--- config.mk ---
export PLATFORM = sky130hd
export DESIGN_NAME = hpe_step
export DESIGN_NICKNAME = d
export VERILOG_FILES = /design/src/rtl/hpe_pkg.sv /design/src/rtl/hpe_step.sv
export SDC_FILE = /design/constraint.sdc
export NUM_CORES = 2
export LEC_CHECK = 0
export BUFFER_PORTS_ARGS = -buffer_cell sky130_fd_sc_hd__buf_2
export CAP_MARGIN = 0
export CORE_MARGIN = 1
export CORE_UTILIZATION = 35
export CTS_CLUSTER_DIAMETER = 120
export CTS_CLUSTER_SIZE = 16
export DETAILED_ROUTE_END_ITERATION = 12
export SLEW_MARGIN = 15
export SYNTH_ARGS = -nofsm -noshare
export SYNTH_HDL_FRONTEND = slang
export SYNTH_SLANG_ARGS = --single-unit
export TNS_END_PERCENT = 50
--- constraint.sdc ---
create_clock -name clk -period 9.3 [get_ports clk]
set_input_delay 0.93 -clock clk [delete_from_list [all_inputs] [get_ports clk]]
set_output_delay 0.93 -clock clk [all_outputs]
set_load 0.02 [all_outputs]
--- src/rtl/hpe_pkg.sv ---
// hpe_pkg: shared types and constants of the Horner polynomial evaluator.
// Holds the per-step data word and the configuration register map.
// No dependencies.
`default_nettype none

package hpe_pkg;

	// Q16.16 data word width and number of coefficient registers
	localparam int DATA_W     = 32;
	localparam int PROD_W     = 2 * DATA_W;
	localparam int COEFF_REGS = 7;
	localparam int IDX_W      = 3;

	// Configuration register map
	typedef enum logic [IDX_W-1:0] {
		REG_DEGREE  = 3'd0,
		REG_COEFF_0 = 3'd1,
		REG_COEFF_1 = 3'd2,
		REG_COEFF_2 = 3'd3,
		REG_COEFF_3 = 3'd4,
		REG_COEFF_4 = 3'd5,
		REG_COEFF_5 = 3'd6,
		REG_COEFF_6 = 3'd7
	} cfg_reg_t;

	// Data passed from one Horner step to the next
	typedef struct packed {
		logic signed [DATA_W-1:0] x;
		logic signed [DATA_W-1:0] acc;
		logic                     sat;
	} step_t;

endpackage

`default_nettype wire

--- src/rtl/hpe_step.sv ---
// hpe_step: one Horner step (acc = sat(round(acc*x)) + coeff, saturated; zero when inactive)
// in three register stages: multiply, round/shift/clamp, coefficient add/clamp.
// Depends on hpe_pkg.
`default_nettype none

module hpe_step #(
	parameter int FRAC_BITS = 16
) (
	input  wire logic                                clk,
	input  wire logic                                arst_n,
	input  wire logic                                up_valid,
	output logic                                     up_ready,
	input  wire hpe_pkg::step_t                      up_data,
	input  wire logic                                active,
	input  wire logic signed [hpe_pkg::DATA_W-1:0]   coeff,
	output logic                                     dn_valid,
	input  wire logic                                dn_ready,
	output hpe_pkg::step_t                           dn_data
);

	localparam int RND_SH = (FRAC_BITS > 0) ? FRAC_BITS - 1 : 0;
	localparam logic signed [hpe_pkg::PROD_W-1:0] RND =
		(FRAC_BITS > 0) ? (64'sd1 <<< RND_SH) : 64'sd0;
	localparam logic signed [hpe_pkg::PROD_W-1:0] S32_MAX = 64'sh0000_0000_7FFF_FFFF;
	localparam logic signed [hpe_pkg::PROD_W-1:0] S32_MIN = -64'sh0000_0000_8000_0000;
	localparam logic signed [hpe_pkg::DATA_W-1:0] D_MAX = 32'sh7FFF_FFFF;
	localparam logic signed [hpe_pkg::DATA_W-1:0] D_MIN = 32'sh8000_0000;

	logic                                v_s1, v_s2, v_s3;
	logic                                rdy_s1, rdy_s2, rdy_s3;
	logic signed [hpe_pkg::PROD_W-1:0]   prod_s1;
	logic signed [hpe_pkg::DATA_W-1:0]   x_s1, x_s2;
	logic                                sat_s1, sat_s2;
	logic signed [hpe_pkg::DATA_W-1:0]   p_s2;
	hpe_pkg::step_t                      out_s3;

	logic signed [hpe_pkg::PROD_W-1:0]   rnd_sum;
	logic signed [hpe_pkg::PROD_W-1:0]   shifted;
	logic                                p_hi, p_lo;
	logic signed [hpe_pkg::DATA_W-1:0]   p_clamp;
	logic signed [hpe_pkg::DATA_W:0]     add_sum;
	logic                                add_ovf;
	logic signed [hpe_pkg::DATA_W-1:0]   add_clamp;

	// Ready chain: a stage loads when empty or when its successor moves
	assign rdy_s3   = !v_s3 || dn_ready;
	assign rdy_s2   = !v_s2 || rdy_s3;
	assign rdy_s1   = !v_s1 || rdy_s2;
	assign up_ready = rdy_s1;

	// Round to nearest, floor shift, clamp to 32 bits
	always_comb begin
		rnd_sum = prod_s1 + RND;
		shifted = rnd_sum >>> FRAC_BITS;
		p_hi    = shifted > S32_MAX;
		p_lo    = shifted < S32_MIN;
		if (p_hi) begin
			p_clamp = D_MAX;
		end else if (p_lo) begin
			p_clamp = D_MIN;
		end else begin
			p_clamp = shifted[hpe_pkg::DATA_W-1:0];
		end
	end

	// Coefficient add with saturation; inactive steps keep the sum at zero
	always_comb begin
		add_sum = {p_s2[hpe_pkg::DATA_W-1], p_s2} + {coeff[hpe_pkg::DATA_W-1], coeff};
		add_ovf = add_sum[hpe_pkg::DATA_W] != add_sum[hpe_pkg::DATA_W-1];
		if (add_ovf) begin
			add_clamp = add_sum[hpe_pkg::DATA_W] ? D_MIN : D_MAX;
		end else begin
			add_clamp = add_sum[hpe_pkg::DATA_W-1:0];
		end
	end

	// Valid bits
	always_ff @(posedge clk or negedge arst_n) begin
		if (!arst_n) begin
			v_s1 <= 1'b0;
			v_s2 <= 1'b0;
			v_s3 <= 1'b0;
		end else begin
			if (rdy_s1) v_s1 <= up_valid;
			if (rdy_s2) v_s2 <= v_s1;
			if (rdy_s3) v_s3 <= v_s2;
		end
	end

	// Stage 1: full product
	always_ff @(posedge clk) begin
		if (rdy_s1 && up_valid) begin
			prod_s1 <= 64'(up_data.acc) * 64'(up_data.x);
			x_s1    <= up_data.x;
			sat_s1  <= up_data.sat;
		end
	end

	// Stage 2: rounded, clamped product
	always_ff @(posedge clk) begin
		if (rdy_s2 && v_s1) begin
			p_s2   <= p_clamp;
			x_s2   <= x_s1;
			sat_s2 <= sat_s1 | p_hi | p_lo;
		end
	end

	// Stage 3: new running sum
	always_ff @(posedge clk) begin
		if (rdy_s3 && v_s2) begin
			out_s3.x   <= x_s2;
			out_s3.acc <= active ? add_clamp : '0;
			out_s3.sat <= sat_s2 | (active & add_ovf);
		end
	end

	assign dn_valid = v_s3;
	assign dn_data  = out_s3;

endmodule

`default_nettype wire

==> flow_summary.ini <==
[global_routing]
grt_usage_pct = 17.9
grt_max_degree = 69
antenna_found_initial = 8
grt_pass1_wl_um = 184000
grt_pass1_vias = 33200
grt_overflow = 0

[detailed_routing]
drt_iter0_markers = 1506
first_pass_iters = 6
drt_wl_total_um = 114000
drc = 0
num_vias = 30200
wl_per_cell_um = 18.1
vias_per_cell = 4.79
ant_nets = 0

[sta]
worst_pin_slew_ns = 1.11
maxSlewHeadroom_pct = 26.0
drv_slew = 0
period_needed_ns = 8.38
finalCritPeriodShare_pct = 90.1
skew_ns = 0.0304
tns_ns = 0
setup_viol = 0
rsz0062_at_grt = false
layout_setup_ws_ns = 0.919
maxClockFrequency_mhz = 119
hold_violations = 0

[critical_path]
end_kind = register
startpoint_type = input pin
regToRegStartpoint = p_s2[0]$_SDFFCE_PP1P_
path_class = in2reg
worst_r2r_endpoint = dn_data[24]$_SDFFCE_PN0P_
r2r_slack_ns = 5.30
cp.arrival_ns = 8.62
startpoint = up_data[41]
reg2reg_depth = 11
worst-path-max-fanout = 33
cp.required_ns = 9.54

[final_layout]
areaGrowthSynthToFinish_pct = 6.65
final_cell_mix = 1082 x fa_1, 996 x inv_1, 579 x nand2_1, 516 x and2_1, 213 x ha_1
fin_nets = 5963
final_common_cell = fa_1
drive_gt1_share_pct = 6.67
fin_util_pct = 37.8

[place]
port-buffer-count = 168
gp_congestion = 0.886
dpl.hpwl_um = 96900
pre_cts_slack_ns = 0.420

[clock_tree]
cts-resized-gates = 0
htree_levels = 1
cts_setup_buffers = 0
path_clk_slew_ns = 0.08
hold_buffers = 0
root_buffer = clkbuf_16
numClockSinks = 215
ctsLongestPathBuffers = 3
cts_buffers = 17
tritoncts = yes
clock_latency_ns = 0.52

[floorplan]
num_io_pins = 169
initial_core_util_pct = 35.5
die_x_um = 363
coreArea_mm2 = 0.128
die_h_um = 363
fp.dieArea_mm2 = 0.132
row_count = 131

[synth]
async_flop_share_pct = 1.40
ys_seq_area_share_pct = 14.1
syn_inst = 4539
ys_warn_count = 0
syn_nets = 5936
syn_area_mm2 = 0.0455
ys.flop_type = edfxtp_1
synth-edff-count = 212
yosysUniqueCellTypes = 80
syn_avg_cell_area_um2 = 10.0
ys_ff_latch = 215

[min_path]
hold_path.class = in2async

[run_status]
outcome = finished, final reports clean

[flow_run]
drv_cap = 0
layout make-up:
type / count / area (um2)
fillers: 12700 / 79800
repair buffers: 230 / 1310
well taps: 1729 / 2160
clock buffers: 22 / 444
inverters: 996 / 3740
multi-input cells: 3106 / 34400
clock inverters: 2 / 20.0
diodes: 3 / 7.51
flip-flops and latches: 215 / 6440
per-stage QoR:
step | cell area, um2 | std cells | hold WS (ns)
2_1_floorplan | 45500 | 4539 | 0.400
3_3_place_gp | 48100 | 6276 | 0.400
3_5_place_dp | 48100 | 6276 | 0.405
4_1_cts | 48600 | 6300 | 0.187
5_1_grt | 48600 | 6301 | 0.188
6_report | 48600 | 6303 | 0.210
Yosys cell counts, drive strengths merged, types with 3 or more instances:
cell type,number,area share (%)
nand2b,20,0.27
a221o,3,0.066
xnor2,74,1.4
a21oi,117,1.3
o21a,6,0.099
a21boi,4,0.066
nor2,88,0.73
and3,14,0.20
nand4,24,0.34
or3,5,0.069
o22ai,4,0.055
a31oi,13,0.18
edfxtp,212,14
nor2b,6,0.082
a211oi,7,0.14
mux2,3,0.074
a21o,26,0.43
and4,9,0.18
ha,213,5.9
nor4,6,0.13
fa,1082,48
xor2,49,0.94
nor3,22,0.24
a221oi,6,0.12
o41ai,5,0.13
buf,13,0.30
o21ai,78,1.1
nand2,579,4.8
o21bai,18,0.30
inv,996,8.2
o31ai,10,0.16
o211ai,10,0.18
nand3,55,0.64
dfrtp,3,0.16
clkbuf,209,1.7
nand3b,3,0.077
and2,519,7.1
flip-flops by register name, indices dropped and copies added (netlist names):
| register | cells |
|---|---|
| dn_data | 65 |
| prod_s1 | 49 |
| p_s2 | 32 |
| x_s1 | 32 |
| x_s2 | 32 |
| dn_valid | 1 |
| sat_s1 | 1 |
| sat_s2 | 1 |
| v_s1 | 1 |
| v_s2 | 1 |
cell families (layout without fill, tap and decap cells):
| group | Yosys count | count (layout) | share of synthesized area, % |
|---|---|---|---|
| buf+inv | 1218 | 1250 | 10.2 |
| compound gates | 325 | 325 | 4.70 |
| flops | 215 | 215 | 14.1 |
| mux | 4 | 4 | 0.0962 |
| simple gates | 1359 | 1359 | 15.0 |
| other cells | 0 | 3 | 0 |
| fa+ha+maj | 1295 | 1295 | 53.4 |
| xor+xnor | 123 | 123 | 2.38 |
worst max-delay path, stage by stage:
cell and delay (ns):
buf_2 0.57, nand2_1 0.29, fa_1 0.77, fa_1 0.54, fa_1 0.70, inv_1 0.25
fa_1 0.47, fa_1 0.50, fa_1 0.49, inv_1 0.05, fa_1 0.48, inv_1 0.06
fa_1 0.47, ha_1 0.37, a21o_1 0.19, a21oi_1 0.14, o21ai_0 0.12, a221o_1 0.38
a221oi_1 0.41, a311oi_1 0.19, xnor2_1 0.16
worst max path at each step:
stage,to,cells past startpoint,slack [ns]
final,prod_s1[63]$_DFFE_PP_,21,0.92
after detailed placement,prod_s1[63]$_DFFE_PP_,21,0.42
after floorplan,prod_s1[63]$_DFFE_PP_,25,0.96
after global placement,prod_s1[63]$_DFFE_PP_,25,0.49
after global routing,prod_s1[63]$_DFFE_PP_,21,0.46
after CTS,prod_s1[63]$_DFFE_PP_,21,0.94
metal layers:
layer	vias up	track usage (%)	part of all wire (%)
met2	599	32.1	51
li1	13600	-	-
met3	144	2.20	4.1
met1	15900	22.8	42
met4	4	4.14	2.7
met5	-	0	0.024
Power is not shown: default switching activity piles up to over one toggle a cycle in this logic, so the estimate is an artifact.
